$ cat src/rtl/core/windowed_pulse_rate_estimator_core_macros.svh
// assertion macros used by the pulse rate estimator core
`ifndef WINDOWED_PULSE_RATE_ESTIMATOR_CORE_MACROS_SVH
`define WINDOWED_PULSE_RATE_ESTIMATOR_CORE_MACROS_SVH

// property that must hold at every clock edge outside reset
`define WPRE_ASSERT(lbl, prop, msg) \
	lbl: assert property (@(posedge clk) disable iff (!arst_n) prop) else $error(msg);

// condition that must never be seen outside reset
`define WPRE_NEVER(lbl, expr, msg) \
	lbl: assert property (@(posedge clk) disable iff (!arst_n) !(expr)) else $error(msg);

`endif

$ cat src/rtl/core/wpre_pkg.sv
// types and constants of the windowed pulse rate estimator
package wpre_pkg;

	// width of counter snapshots and of the rate
	localparam int DATA_W = 16;
	// divider step counter, one quotient bit per step
	localparam int DIV_CNT_W = $clog2(DATA_W);

	// sequencer states
	typedef enum logic [4:0] {
		ST_IDLE = 5'b00001,
		ST_RD   = 5'b00010,
		ST_MUL  = 5'b00100,
		ST_DIV  = 5'b01000,
		ST_DONE = 5'b10000
	} state_t;

	// divider request
	typedef struct packed {
		logic              start;
		logic [DATA_W-1:0] dividend;
	} div_ctl_t;

	// divider status
	typedef struct packed {
		logic busy;
		logic done;
	} div_sts_t;

endpackage

$ cat src/rtl/core/windowed_pulse_rate_estimator_core.sv
// top level of the windowed pulse rate estimator
//
// Usage: each snapshot transaction on the snap channel (snap_valid, snap_stall,
// count_snapshot) carries one sample of a free-running 16-bit pulse counter.
// The block stores it in a ring of WINDOW entries held in a synchronous RAM
// and returns one rate transaction (pulse_rate, window_full) on the rate
// channel (rate_valid, rate_stall). Once the ring has wrapped the rate is
// (newest - oldest) * 2; before that it is (newest - first) * 2 * WINDOW
// divided by the number of stored samples, all modulo 2^16.
// Once the ring is full a result passes the RAM read, the subtract into
// rate_q and the output register; before that the scaled difference also
// goes through the bit-serial divider, which forms its 16 quotient bits.
// One snapshot is in flight at a time; snap_stall is high while it is
// processed and while its result waits, so a new snapshot is taken only
// once the previous one has reached the output register.
// Reset clears the write position and the full flag; ring contents are
// never used before written. A result held by rate_stall sits in the
// output register; the next snapshot is still accepted and its result
// waits until the output register is free.
`include "windowed_pulse_rate_estimator_core_macros.svh"

module windowed_pulse_rate_estimator_core #(
	parameter int WINDOW = 60
) (
	input  logic                        clk,
	input  logic                        arst_n,
	input  logic                        snap_valid,
	output logic                        snap_stall,
	input  logic [wpre_pkg::DATA_W-1:0] count_snapshot,
	output logic                        rate_valid,
	input  logic                        rate_stall,
	output logic [wpre_pkg::DATA_W-1:0] pulse_rate,
	output logic                        window_full
);
	import wpre_pkg::*;

	localparam int                 POS_W    = $clog2(WINDOW);
	localparam logic [POS_W-1:0]   LAST_POS = POS_W'(WINDOW - 1);
	localparam logic [DATA_W-1:0]  WINDOW_D = DATA_W'(WINDOW);

	state_t            state_q;
	logic [POS_W-1:0]  pos_q;
	logic              filled_q;
	logic [DATA_W-1:0] ring_mem [WINDOW];
	logic [DATA_W-1:0] rdata_q;

	logic [DATA_W-1:0] snap_s1;
	logic              bypass_s1;
	logic              filled_s1;
	logic [POS_W-1:0]  count_s1;
	logic [DATA_W-1:0] diff2_s2;
	logic [DATA_W-1:0] rate_q;

	logic              rate_valid_q;
	logic [DATA_W-1:0] pulse_rate_q;
	logic              window_full_q;

	logic              accept;
	logic              pos_wrap;
	logic [POS_W-1:0]  pos_next;
	logic              filled_next;
	logic [POS_W-1:0]  rd_addr;
	logic [DATA_W-1:0] oldest;
	logic [DATA_W-1:0] diff;
	logic [DATA_W-1:0] diff2;
	logic              out_load;

	div_ctl_t          div_ctl;
	div_sts_t          div_sts;
	logic [DATA_W-1:0] div_quo;

	// input handshake
	assign snap_stall = (state_q != ST_IDLE);
	assign accept     = snap_valid && !snap_stall;

	// ring position bookkeeping
	assign pos_wrap    = (pos_q == LAST_POS);
	assign pos_next    = pos_wrap ? '0 : pos_q + 1'b1;
	assign filled_next = filled_q | pos_wrap;
	assign rd_addr     = filled_next ? pos_next : '0;

	always_ff @(posedge clk or negedge arst_n) begin
		if (!arst_n) begin
			pos_q    <= '0;
			filled_q <= 1'b0;
		end else if (accept) begin
			pos_q    <= pos_next;
			filled_q <= filled_next;
		end
	end

	// snapshot ring: write newest, read oldest or first entry
	always_ff @(posedge clk) begin
		if (accept) begin
			ring_mem[pos_q] <= count_snapshot;
		end
	end

	always_ff @(posedge clk) begin
		if (accept) begin
			rdata_q <= ring_mem[rd_addr];
		end
	end

	// stage 1 capture
	always_ff @(posedge clk) begin
		if (accept) begin
			snap_s1   <= count_snapshot;
			bypass_s1 <= !filled_next && (pos_q == '0);
			filled_s1 <= filled_next;
			count_s1  <= pos_next;
		end
	end

	// difference times two, first sample compares with itself
	assign oldest = bypass_s1 ? snap_s1 : rdata_q;
	assign diff   = snap_s1 - oldest;
	assign diff2  = {diff[DATA_W-2:0], 1'b0};

	// scale to full window and start division
	assign div_ctl.start    = (state_q == ST_MUL);
	assign div_ctl.dividend = diff2_s2 * WINDOW_D;

	wpre_div #(
		.DVSR_W (POS_W)
	) u_div (
		.clk      (clk),
		.arst_n   (arst_n),
		.ctl      (div_ctl),
		.divisor  (count_s1),
		.sts      (div_sts),
		.quotient (div_quo)
	);

	// sequencer
	always_ff @(posedge clk or negedge arst_n) begin
		if (!arst_n) begin
			state_q <= ST_IDLE;
		end else begin
			unique case (state_q)
				ST_IDLE: begin
					if (accept) state_q <= ST_RD;
				end
				ST_RD: begin
					state_q <= filled_s1 ? ST_DONE : ST_MUL;
				end
				ST_MUL: begin
					state_q <= ST_DIV;
				end
				ST_DIV: begin
					if (div_sts.done) state_q <= ST_DONE;
				end
				ST_DONE: begin
					if (out_load) state_q <= ST_IDLE;
				end
				default: state_q <= ST_IDLE;
			endcase
		end
	end

	// result datapath
	always_ff @(posedge clk) begin
		if (state_q == ST_RD) begin
			diff2_s2 <= diff2;
			rate_q   <= diff2;
		end else if (state_q == ST_DIV && div_sts.done) begin
			rate_q <= div_quo;
		end
	end

	// output register
	assign out_load = (state_q == ST_DONE) && (!rate_valid_q || !rate_stall);

	always_ff @(posedge clk or negedge arst_n) begin
		if (!arst_n) begin
			rate_valid_q <= 1'b0;
		end else if (out_load) begin
			rate_valid_q <= 1'b1;
		end else if (!rate_stall) begin
			rate_valid_q <= 1'b0;
		end
	end

	always_ff @(posedge clk) begin
		if (out_load) begin
			pulse_rate_q  <= rate_q;
			window_full_q <= filled_s1;
		end
	end

	assign rate_valid  = rate_valid_q;
	assign pulse_rate  = pulse_rate_q;
	assign window_full = window_full_q;

	// checks
	`WPRE_NEVER(a_div_done_state, div_sts.done && (state_q != ST_DIV), "divider done outside DIV")
	`WPRE_NEVER(a_pos_range, pos_q > LAST_POS, "write position beyond ring")
	`WPRE_ASSERT(a_fill_sticky, filled_q |=> filled_q, "ring full flag dropped")
	`WPRE_ASSERT(a_accept_read, accept |=> (state_q == ST_RD), "accepted snapshot not read")
	`WPRE_NEVER(a_div_idle_busy, div_sts.busy && (state_q == ST_IDLE), "divider busy while idle")

endmodule

$ cat src/rtl/core/wpre_div.sv
// radix-2 restoring divider, one quotient bit per cycle
module wpre_div #(
	parameter int DVSR_W = 6
) (
	input  logic                           clk,
	input  logic                           arst_n,
	input  wpre_pkg::div_ctl_t             ctl,
	input  logic [DVSR_W-1:0]              divisor,
	output wpre_pkg::div_sts_t             sts,
	output logic [wpre_pkg::DATA_W-1:0]    quotient
);
	import wpre_pkg::*;

	localparam logic [DIV_CNT_W-1:0] LAST_STEP = DIV_CNT_W'(DATA_W - 1);

	logic [DVSR_W-1:0]    rem_q;
	logic [DATA_W-1:0]    quo_q;
	logic [DVSR_W-1:0]    dvsr_q;
	logic [DIV_CNT_W-1:0] step_q;
	logic                 busy_q;
	logic                 done_q;
	logic [DVSR_W:0]      shifted;
	logic [DVSR_W+1:0]    trial;

	// shift in next dividend bit and try subtracting the divisor
	assign shifted = {rem_q, quo_q[DATA_W-1]};
	assign trial   = {1'b0, shifted} - {2'b00, dvsr_q};

	// control
	always_ff @(posedge clk or negedge arst_n) begin
		if (!arst_n) begin
			busy_q <= 1'b0;
			done_q <= 1'b0;
			step_q <= '0;
		end else begin
			done_q <= 1'b0;
			if (ctl.start) begin
				busy_q <= 1'b1;
				step_q <= '0;
			end else if (busy_q) begin
				step_q <= step_q + 1'b1;
				if (step_q == LAST_STEP) begin
					busy_q <= 1'b0;
					done_q <= 1'b1;
				end
			end
		end
	end

	// datapath
	always_ff @(posedge clk) begin
		if (ctl.start) begin
			rem_q  <= '0;
			quo_q  <= ctl.dividend;
			dvsr_q <= divisor;
		end else if (busy_q) begin
			if (!trial[DVSR_W+1]) begin
				rem_q <= trial[DVSR_W-1:0];
				quo_q <= {quo_q[DATA_W-2:0], 1'b1};
			end else begin
				rem_q <= shifted[DVSR_W-1:0];
				quo_q <= {quo_q[DATA_W-2:0], 1'b0};
			end
		end
	end

	assign sts.busy = busy_q;
	assign sts.done = done_q;
	assign quotient = quo_q;

endmodule

$ cat config.mk
export PLATFORM = sky130hd
export DESIGN_NAME = windowed_pulse_rate_estimator_core
export DESIGN_NICKNAME = d
export VERILOG_FILES = /design/src/rtl/core/wpre_pkg.sv /design/src/rtl/core/windowed_pulse_rate_estimator_core.sv /design/src/rtl/core/wpre_div.sv
export VERILOG_INCLUDE_DIRS = /design/src /design/src/rtl/core
export SDC_FILE = /design/constraint.sdc
export NUM_CORES = 1
export LEC_CHECK = 0
export BUFFER_PORTS_ARGS = -buffer_cell sky130_fd_sc_hd__buf_2
export CORE_ASPECT_RATIO = 0.5
export CORE_MARGIN = 5
export CORE_UTILIZATION = 60
export CTS_BUF_LIST = sky130_fd_sc_hd__clkbuf_8
export CTS_CLUSTER_SIZE = 28
export DETAILED_ROUTE_END_ITERATION = 16
export PLACE_DENSITY = 0.76
export SLEW_MARGIN = 20
export SYNTH_ARGS = -nofsm -noshare
export SYNTH_HDL_FRONTEND = slang
export SYNTH_SLANG_ARGS = --single-unit
$ cat constraint.sdc
create_clock -name clk -period 7.3 [get_ports clk]
set_input_delay 1.095 -clock clk [delete_from_list [all_inputs] [get_ports clk]]
set_output_delay 1.095 -clock clk [all_outputs]
set_load 0.1 [all_outputs]
Word-level counts from Yosys, hierarchy flattened
Memory sizes are Yosys's and may differ from the RTL's. A register that Yosys moved wholly into a read port is not among the register bits.
Index checks and enable logic that the tools add are counted.
{ "word_totals": {"ram_bits": 960, "memories": 1, "regBits": 118, "word_cells": 79} }
{ "classes": {"n_mux": 26, "n_eq_ne": 12, "multipliers": 1, "addsub": 4, "reduce_logical": 13, "n_bitwise": 1} }
{ "memory_table": {"columns": ["memory", "depth", "word_bits", "rd", "rd_clocked_by_memory_dff", "write_ports", "line_no", "text"], "rows": [
  ["ring_mem", 60, 16, 1, 1, 1, "windowed_pulse_rate_estimator_core.sv:44", "logic [DATA_W-1:0] ring_mem [WINDOW];"]
]} }
{ "ops": {"columns": ["cell", "count"], "rows": [
  ["16-bit 2-to-1 mux", 4],
  ["5-bit one-hot mux with 5 select lines", 1],
  ["5-bit 2-to-1 mux", 4],
  ["6-bit 2-to-1 mux", 3],
  ["15-bit by 4-bit multiplier with 13-bit output (second input constant)", 1],
  ["15-bit 2-to-1 mux", 1],
  ["15-bit subtractor", 1],
  ["1-bit 2-to-1 mux", 11],
  ["4-bit 2-to-1 mux", 2],
  ["7-bit by 6-bit subtractor with 8-bit output", 1],
  ["6-bit by 1-bit adder with 6-bit output (second input constant)", 1],
  ["6-bit == test (second input constant)", 1],
  ["6-bit logical NOT", 1],
  ["5-bit by 1-bit == test with 1-bit output (second input constant)", 1],
  ["5-bit by 2-bit == test with 1-bit output (second input constant)", 1],
  ["5-bit by 3-bit == test with 1-bit output (second input constant)", 1],
  ["5-bit by 4-bit == test with 1-bit output (second input constant)", 1],
  ["5-bit == test (second input constant)", 1],
  ["5-bit by 1-bit != test with 1-bit output (second input constant)", 1],
  ["4-bit by 1-bit adder with 4-bit output (second input constant)", 1],
  ["4-bit == test (second input constant)", 1],
  ["1-bit logical AND", 4],
  ["1-bit logical NOT", 4],
  ["2-bit by 1-bit != test with 1-bit output (second input constant)", 2],
  ["5 further kinds", 7]
]} }

Longest topological paths before layout
Gate-level depths: netlist (run 1).
{ "logic_depth": {"ltp_word": 5, "depth_mapped": 13, "mapped_depth_nobuf": 12} }

By module
Synthesis (run 1) repeated with hierarchy kept, for this count alone.
{ "hier_totals": {"cells_unflattened": 2865, "hier_area_um2": 42112.9} }
{ "by_module_without_submodules": {"columns": ["mod", "n_inst", "seq_area_each_um2", "cells_each", "area_per_inst_um2"], "rows": [
  ["windowed_pulse_rate_estimator_core", 1, 29864.9, 2741, 40452.5],
  ["wpre_div", 1, 930.9, 124, 1660.3]
]} }

Worst setup path before layout (run 1)
Ideal clock, no wire load.
{ "synth_path": {"path_type": "input to register", "startpoint": "in snap_valid", "endpoint": "mem ring_mem[10][0] (enable)", "slack_ps": 3756, "required_ps": 6978, "arrival_time_ps": 3222, "path_stages": 5, "path_buffers": 1, "path_cell_list": "nand2_1 clkbuf_1 clkinv_1 nand3_1 nor2_1"} }
{ "synth_via": {"elab_chain_cells": 3} }
{ "synth_rtl": {"columns": ["item", "line_no", "text"], "rows": [
  ["start: declaration", "windowed_pulse_rate_estimator_core.sv:27", "input logic snap_valid,"],
  ["1-bit logical AND", "windowed_pulse_rate_estimator_core.sv:74", "assign accept = snap_valid && !snap_stall;"],
  ["via accept", "windowed_pulse_rate_estimator_core.sv:58", "logic accept;"],
  ["1-bit 2-to-1 mux", "windowed_pulse_rate_estimator_core.sv:94", "if (accept) begin"],
  ["1-bit 2-to-1 mux (implied by the code)", "windowed_pulse_rate_estimator_core.sv:95", "ring_mem[pos_q] <= count_snapshot;"],
  ["end: declaration", "windowed_pulse_rate_estimator_core.sv:44", null]
]} }
The timed path passes the listed nets, and every way through them passes these cells.

Worst setup path after layout (run 1)
{ "layout_path": {"startpoint": "reg pos_q[0]", "endpoint": "reg rdata_q[9] (read register of ring_mem) (data pin)"} }
{ "layout_via": {"elab_chain_cells": 3, "elab_cells_between_ends": 5} }
{ "layout_rtl": {"columns": ["item", "line_no", "text"], "rows": [
  ["start: declaration", "windowed_pulse_rate_estimator_core.sv:42", "logic [POS_W-1:0] pos_q;"],
  ["start signal: assignment", "windowed_pulse_rate_estimator_core.sv:87", "pos_q <= pos_next;"],
  ["6-bit by 1-bit adder with 6-bit output or 6-bit == test (tied branches)", "windowed_pulse_rate_estimator_core.sv:78, windowed_pulse_rate_estimator_core.sv:77", null],
  ["6-bit 2-to-1 mux *", "windowed_pulse_rate_estimator_core.sv:78", "assign pos_next = pos_wrap ? '0 : pos_q + 1'b1;"],
  ["via pos_next[1]", "windowed_pulse_rate_estimator_core.sv:60", "logic [POS_W-1:0] pos_next;"],
  ["6-bit 2-to-1 mux *", "windowed_pulse_rate_estimator_core.sv:80", "assign rd_addr = filled_next ? pos_next : '0;"],
  ["end: declaration", "windowed_pulse_rate_estimator_core.sv:45", "logic [DATA_W-1:0] rdata_q;"]
]} }
Mark *: on every way through the listed nets, which the timed path passes. The rest lies on a longest branch.
A chain may end at the register's enable or synchronous reset.

==> impl_metrics.csv, run 1 <==
group,metric,value,unit
run_status,status,"finished clean",
sta,setup_slack,1.977,ns
yosys,syn_area_per_cell,15.09,µm²
clock_network,cts_resized,0,
critical_path,crit_fanout,52,
place,pre_cts_slack,2.130,ns
floorplan,start_util,60.59,%
sta,max_slew.worst_pin.slew,1.153,ns
critical_path,r2r_slack,1.98,ns
grt,first_global_vias,24800,
sta,max_freq,0.1879,GHz
layout,fill_cells,4792,
routing,avgRoutedWirePerCell,26.37,µm
routing,drtAntennaViolNets,0,
layout,fin_cells,3988,
grt,grt_max_degree,213,
critical_path,critPathLaunch,"pos_q[0]",
place,gp_congestion,0.8920,
grt,grt.total_usage,27.08,%
floorplan,core,70970,µm²
critical_path,cp_num_buf_inv,2,
critical_path,cp_slowest_stage_delay,0.84,ns
sta,setup-violations-final,0,
sta,hold_viol,0,
place,place_area,44320,µm²
sta,slew_violations,0,
yosys,synth_adder_area_share,1.996,%
critical_path,slowest_stage,"ha_4",
floorplan,die-area,77450,µm²
pwr,powerDensity,407.6,nW/µm²
sta,fin_skew,0.02898,ns
yosys,ys_seq_area_share,71.57,%
layout,nNetsFinal,3003,
yosys,synth_top_family_by_area,"compound AO/OA/AOI/OAI gates",
floorplan,die_w,388.6,µm
yosys,synth_enable_flop_cells,1003,
clock_network,numCtsBuffers,141,
yosys,synthArstFlopShare,1.843,%
grt,grt_overflow,0,
critical_path,reg2reg_from,"pos_q[0]",
routing,drt-total-wl,105200,µm
clock_network,post-cts-setup-buffers,0,
yosys,ys_warn_count,0,
layout,final_cell_area,46860,µm²
routing,drc,0,
yosys,syn_area,43000,µm²
yosys,synth.distinct_cells,90,
grt,grt_pass1_wl,156300,µm
sta,hold_slack,0.3104,ns
pwr,power,19.10,mW
layout,mostFrequentLayoutCell,"edfxtp_1",
yosys,syn_inst,2849,
yosys,syn_nets,2925,
routing,vias,25910,
critical_path,critPathCaptureType,"flip-flop",
sta,rsz0062_at_grt,"no",
critical_path,critPathKind,"flip-flop to flip-flop",
clock_network,htree_levels,4,
sta,min_period,5.323,ns
sta,fin_setup_tns,0,ns
layout,area_growth,8.988,%
clock_network,holdBufCountCts,0,
layout,final_cell_mix,"1,003 x edfxtp_1, 230 x nand2_1, 191 x and3_1, 148 x clkbuf_8, 138 x a21oi_1",
place,port_buffers,37,
clock_network,cts_tree,"done",
clock_network,clock_path_buffers,3,
critical_path,cpLargestDelayFamily,"simple AND/OR/NAND/NOR gates",
grt,antenna_found_initial,5,
routing,drt_iter0_markers,3865,
critical_path,cp.required,7.75,ns
clock_network,clk_pin_slew,0.07,ns
critical_path,crit_chain,"inv_1 > ha_4 > nand2_2 > buf_4 > and3_1 > o311ai_0 > a21oi_1 > nor4_1 > o31ai_1",
yosys,synth_compound_area_share,10.25,%
yosys,synth_xor_area_share,0.5267,%
floorplan,pin_count,39,
critical_path,worst_setup_path_start_kind,"flip-flop",
place,hpwl,60050,µm
layout,final_core_util,66.04,%
clock_network,insertion_delay,0.76,ns
yosys,ys.flop_type,"edfxtp_1",
sta,max-slew-margin-rel,23.11,%
critical_path,cp.arrival,5.77,ns
floorplan,rows,69,
pwr,ir_worst_vdd,0.0003811,V
run,drv_cap,0,
yosys,ys_seq_elements,1031,
routing,drtPass1Iterations,6,
clock_network,cts-root-buf,"clkbuf_8",
yosys,synthMuxAreaShare,5.124,%
layout,drive_above_1_share,13.91,%
sta,min_period_over_period,72.92,%
place,place_inst,3742,
floorplan,die-height,199.3,µm
clock_network,cts_sinks,1031,
yosys,synthSimpleGateAreaFrac,7.912,%
pwr,leakage,16.30,nW
routing,vias_per_cell,6.498,
hold_path,min_path_type,"primary input to async pin",
## layer usage
metal / vias to the layer above / GRT usage, % / share of wire, %
li1: 11350 / - / -
met1: 12870 / 40.99 / 41
met2: 1547 / 38.94 / 43
met3: 138 / 8.020 / 13
met4: 2 / 7.198 / 2.1
met5: - / 0 / 0.013
## worst register-to-register path: cells and delay by family (launching register included)
| family | cells | cell delay, ns |
|---|---|---|
| buf+inv | 2 | 0.75 |
| fa+ha+maj | 1 | 0.84 |
| compound gates | 3 | 1.03 |
| simple gates | 3 | 1.80 |
| flops | 1 | 0.59 |
## state kept, by name, summed over array words and instances (netlist names), 4 cells and up
register / count
rate_q: 16
rdata_q: 15
u_div.dvsr_q: 6
u_div.step_q: 4
u_div.quotient: 16
count_s1: 6
snap_s1: 15
pos_q: 6
pulse_rate: 16
diff2_s2: 13
ring_mem: 900
state_q: 5
u_div.rem_q: 6
## synth_stat cells, types with 41 or more instances
| cell type | number | share of area (%) |
|---|---|---|
| and3_1 | 192 | 2.8 |
| a31oi_1 | 47 | 0.68 |
| a21oi_1 | 140 | 1.6 |
| inv_1 | 59 | 0.52 |
| mux2i_1 | 129 | 3.0 |
| nor2_1 | 104 | 0.91 |
| edfxtp_1 | 1003 | 70 |
| nand2_1 | 232 | 2.0 |
| buf_2 | 58 | 0.68 |
| clkbuf_1 | 104 | 0.91 |
| a22o_1 | 54 | 1.1 |
| o311ai_0 | 41 | 0.84 |
| a211oi_1 | 56 | 0.98 |
| o21ai_0 | 67 | 0.78 |
## final cells by class
cell class | count | area (µm²) | share of cell area [%]
clock buffer | 148 | 2037 | 4.346
tap | 958 | 1199 | 2.558
antenna | 3 | 7.507 | 0.01602
multi-input combinational | 1562 | 11230 | 23.97
sequential | 1031 | 30780 | 65.67
inverter | 64 | 240.2 | 0.5126
timing repair buffer | 127 | 888.4 | 1.896
clock inverter | 95 | 483.0 | 1.031
## cell families after synthesis
| logic type | Yosys count |
|---|---|
| AO/OA/AOI/OAI | 631 |
| XOR/XNOR | 25 |
| adder cells (fa/ha/maj) | 56 |
| buffers and inverters | 256 |
| flip-flops | 1031 |
| multiplexers | 180 |
| AND/OR/NAND/NOR | 670 |
## power by group
group / internal, mW / switching, mW
Clock: 1.98 / 2.11
Combinational: 2.68 / 5.32
Sequential: 6.84 / 0.175
## path summary, 6_finish.rpt
check | cells after the start | end
min reg2reg | 0 | pulse_rate[8]
max in group asynchronous | 1 | state_q[0]
max reg2reg | 9 | rdata_q[9]
min | 1 | u_div.step_q[3]
min in group clk | 0 | pulse_rate[8]
max | 9 | rdata_q[9]
Note: power is estimated with default switching activity, not from simulation.
==> run 2: changes to the inputs <==
==> constraint.sdc (replaced) <==
create_clock -name clk -period 5.3 [get_ports clk]
set_input_delay 0.795 -clock clk [delete_from_list [all_inputs] [get_ports clk]]
set_output_delay 0.795 -clock clk [all_outputs]
set_load 0.1 [all_outputs]
==> run 2 against run 1 <==
Compared with the run above: combinational power rose by 43%; power up 40%; maximum frequency up 13%; core utilization grew 0.33 points; sequential power rose by 37%; first-iteration DRC count increased by 1.5%; largest cell class unchanged.
==> impl_metrics.csv, run 2 (same netlist as run 1, synthesis figures left out) <==
group,metric,value,unit
critical_path,r2r_slack,0.60,ns
routing,drt-total-wl,106100,µm
pwr,ir_worst_vdd,0.001066,V
sta,fin_setup_tns,0,ns
sta,fin_skew,0.02927,ns
critical_path,critPathCaptureType,"flip-flop",
clock_network,clk_pin_slew,0.07,ns
routing,avgRoutedWirePerCell,26.36,µm
critical_path,crit_fanout,41,
sta,min_period_over_period,88.65,%
pwr,clockPowerShare,21.1,%
sta,rsz0062_at_grt,"no",
sta,slew_violations,0,
critical_path,critPathKind,"flip-flop to flip-flop",
floorplan,rows,69,
run_status,status,"finished clean",
clock_network,cts-root-buf,"clkbuf_8",
layout,regMostFlops,"ring_mem",
grt,grt_pass1_wl,156400,µm
pwr,power,26.68,mW
critical_path,rr_worst_depth,10,
layout,final_cell_mix,"1,003 x edfxtp_1, 230 x nand2_1, 191 x and3_1, 150 x clkbuf_8, 138 x a21oi_1",
routing,drtPass1Iterations,6,
grt,antenna_found_initial,3,
hold_path,hp-start,"rate_stall",
place,place_inst,3770,
place,hpwl,61250,µm
critical_path,reg2reg_from,"pos_q[0]",
floorplan,die-height,199.3,µm
sta,hold_viol,0,
hold_path,min_to,"rate_valid",
hold_path,hold_path_depth,3,
pwr,switching_share,39.81,%
routing,vias,26310,
layout,fill_cells,4793,
layout,area_growth,9.535,%
grt,grt.total_usage,27.13,%
routing,drtAntennaViolNets,0,
sta,max_freq,0.2128,GHz
clock_network,cts_resized,0,
clock_network,cts_sinks,1031,
critical_path,cp.required,5.77,ns
place,gp_congestion,0.9256,
pwr,p_sw,10.62,mW
floorplan,die-area,77450,µm²
critical_path,worst_setup_path_start_kind,"flip-flop",
layout,final_core_util,66.37,%
pwr,seqPwrFrac,36.2,%
clock_network,htree_levels,4,
floorplan,start_util,60.59,%
layout,nNetsFinal,3033,
place,port_buffers,37,
pwr,powerDensity,566.4,nW/µm²
layout,mostFrequentLayoutCell,"edfxtp_1",
pwr,power_frac_comb,42.7,%
floorplan,core,70970,µm²
sta,setup-violations-final,0,
clock_network,cts_tree,"done",
routing,vias_per_cell,6.536,
hold_path,min_path_type,"primary input to flip-flop",
routing,drt_iter0_markers,3923,
critical_path,r2r_end,"rdata_q[11]",
grt,grt_max_degree,116,
sta,max-slew-margin-rel,24.37,%
floorplan,pin_count,39,
routing,drc,0,
layout,largest_reg_flops,900,
grt,grt_overflow,0,
layout,drive_above_1_share,14.19,%
clock_network,insertion_delay,0.77,ns
sta,min_period,4.698,ns
clock_network,numCtsBuffers,142,
sta,max_slew.worst_pin.slew,1.133,ns
grt,first_global_vias,25100,
pwr,leakage,16.49,nW
layout,fin_cells,4025,
floorplan,die_w,388.6,µm
clock_network,clock_path_buffers,3,
pwr,p_int,16.06,mW
run,drv_cap,0,
critical_path,cp.arrival,5.17,ns
==> run 2: cell count changes in the layout (fill, tap and decap cells not counted), moves of 2 or more <==
cell,before,now
buf_12,2,7
nor2_4,4,1
clkbuf_8,148,150
clkinv_1,27,35
clkinv_2,11,14
clkinvlp_4,5,3
nor2_1,84,99
nor2_2,16,4
buf_4,89,112
==> run 2: worst max-delay path, stage by stage, from the launching register on <==
cell and delay (ns):
dfrtp_1 0.54, ha_1 0.43, nor2b_4 0.22, a21oi_4 0.50, inv_2 0.46, buf_4 0.36
and3_1 0.19, o311ai_0 0.55, a21oi_1 0.15, nor4_1 0.83, o31ai_1 0.17
==> run 2: power by group through the flow <==
stage,Combinational [mW],Clock [mW],Sequential [mW]
after global placement,10.9,0,9.79
final,11.4,5.64,9.65
after floorplan,7.45,0,9.80
after global routing,12.1,6.07,9.66
after detailed placement,11.1,0,9.81
after CTS,11.1,5.70,9.63
==> run 2: worst max path at each step <==
stage	startpoint	endpoint	slack, ns
2_1_floorplan	state_q[3]	ring_mem[50][0]	1.80
3_3_place_gp	pos_q[0]	rdata_q[8]	0.86
3_5_place_dp	pos_q[0]	rdata_q[11]	0.86
4_1_cts	pos_q[0]	rdata_q[8]	0.80
5_1_grt	pos_q[0]	rdata_q[11]	0.56
6_report	pos_q[0]	rdata_q[11]	0.60
==> run 2: routing by layer <==
| metal | global-route usage (%) | up-vias | part of all wire [%] |
|---|---|---|---|
| met1 | 40.41 | 12980 | 40 |
| met3 | 7.738 | 201 | 14 |
| met2 | 38.77 | 1728 | 43 |
| li1 | - | 11400 | - |
| met5 | 0 | - | 0 |
| met4 | 9.666 | 0 | 2.9 |
==> run 2: area by class of cell <==
type | instances | area [µm²] | area share [%]
sequential | 1031 | 30780 | 65.34
inverter | 64 | 240.2 | 0.5100
antenna | 2 | 5.005 | 0.01063
multi-input combinational | 1562 | 11170 | 23.72
clock buffer | 150 | 2064 | 4.383
tap | 958 | 1199 | 2.545
clock inverter | 102 | 474.2 | 1.007
timing repair buffer | 156 | 1171 | 2.486
==> run 2: what timing repair did <==
| item | 4_1_cts | 5_1_grt |
|---|---|---|
| endpoints found under the hold margin | 18 | 0 |
| hold buffers | 1 | 0 |
| buffers inserted | 0 | 0 |
==> run 2: through the flow <==
step / instance area [µm²] / hold slack [ns] / worst slack [ns]
after floorplan: 43000 / 0.4003 / 1.796
after global placement: 44540 / 0.4025 / 0.8591
after detailed placement: 44540 / 0.4054 / 0.8587
after CTS: 47090 / 0.2556 / 0.8033
after global routing: 47100 / 0.2941 / 0.5595
final: 47100 / 0.3152 / 0.6018
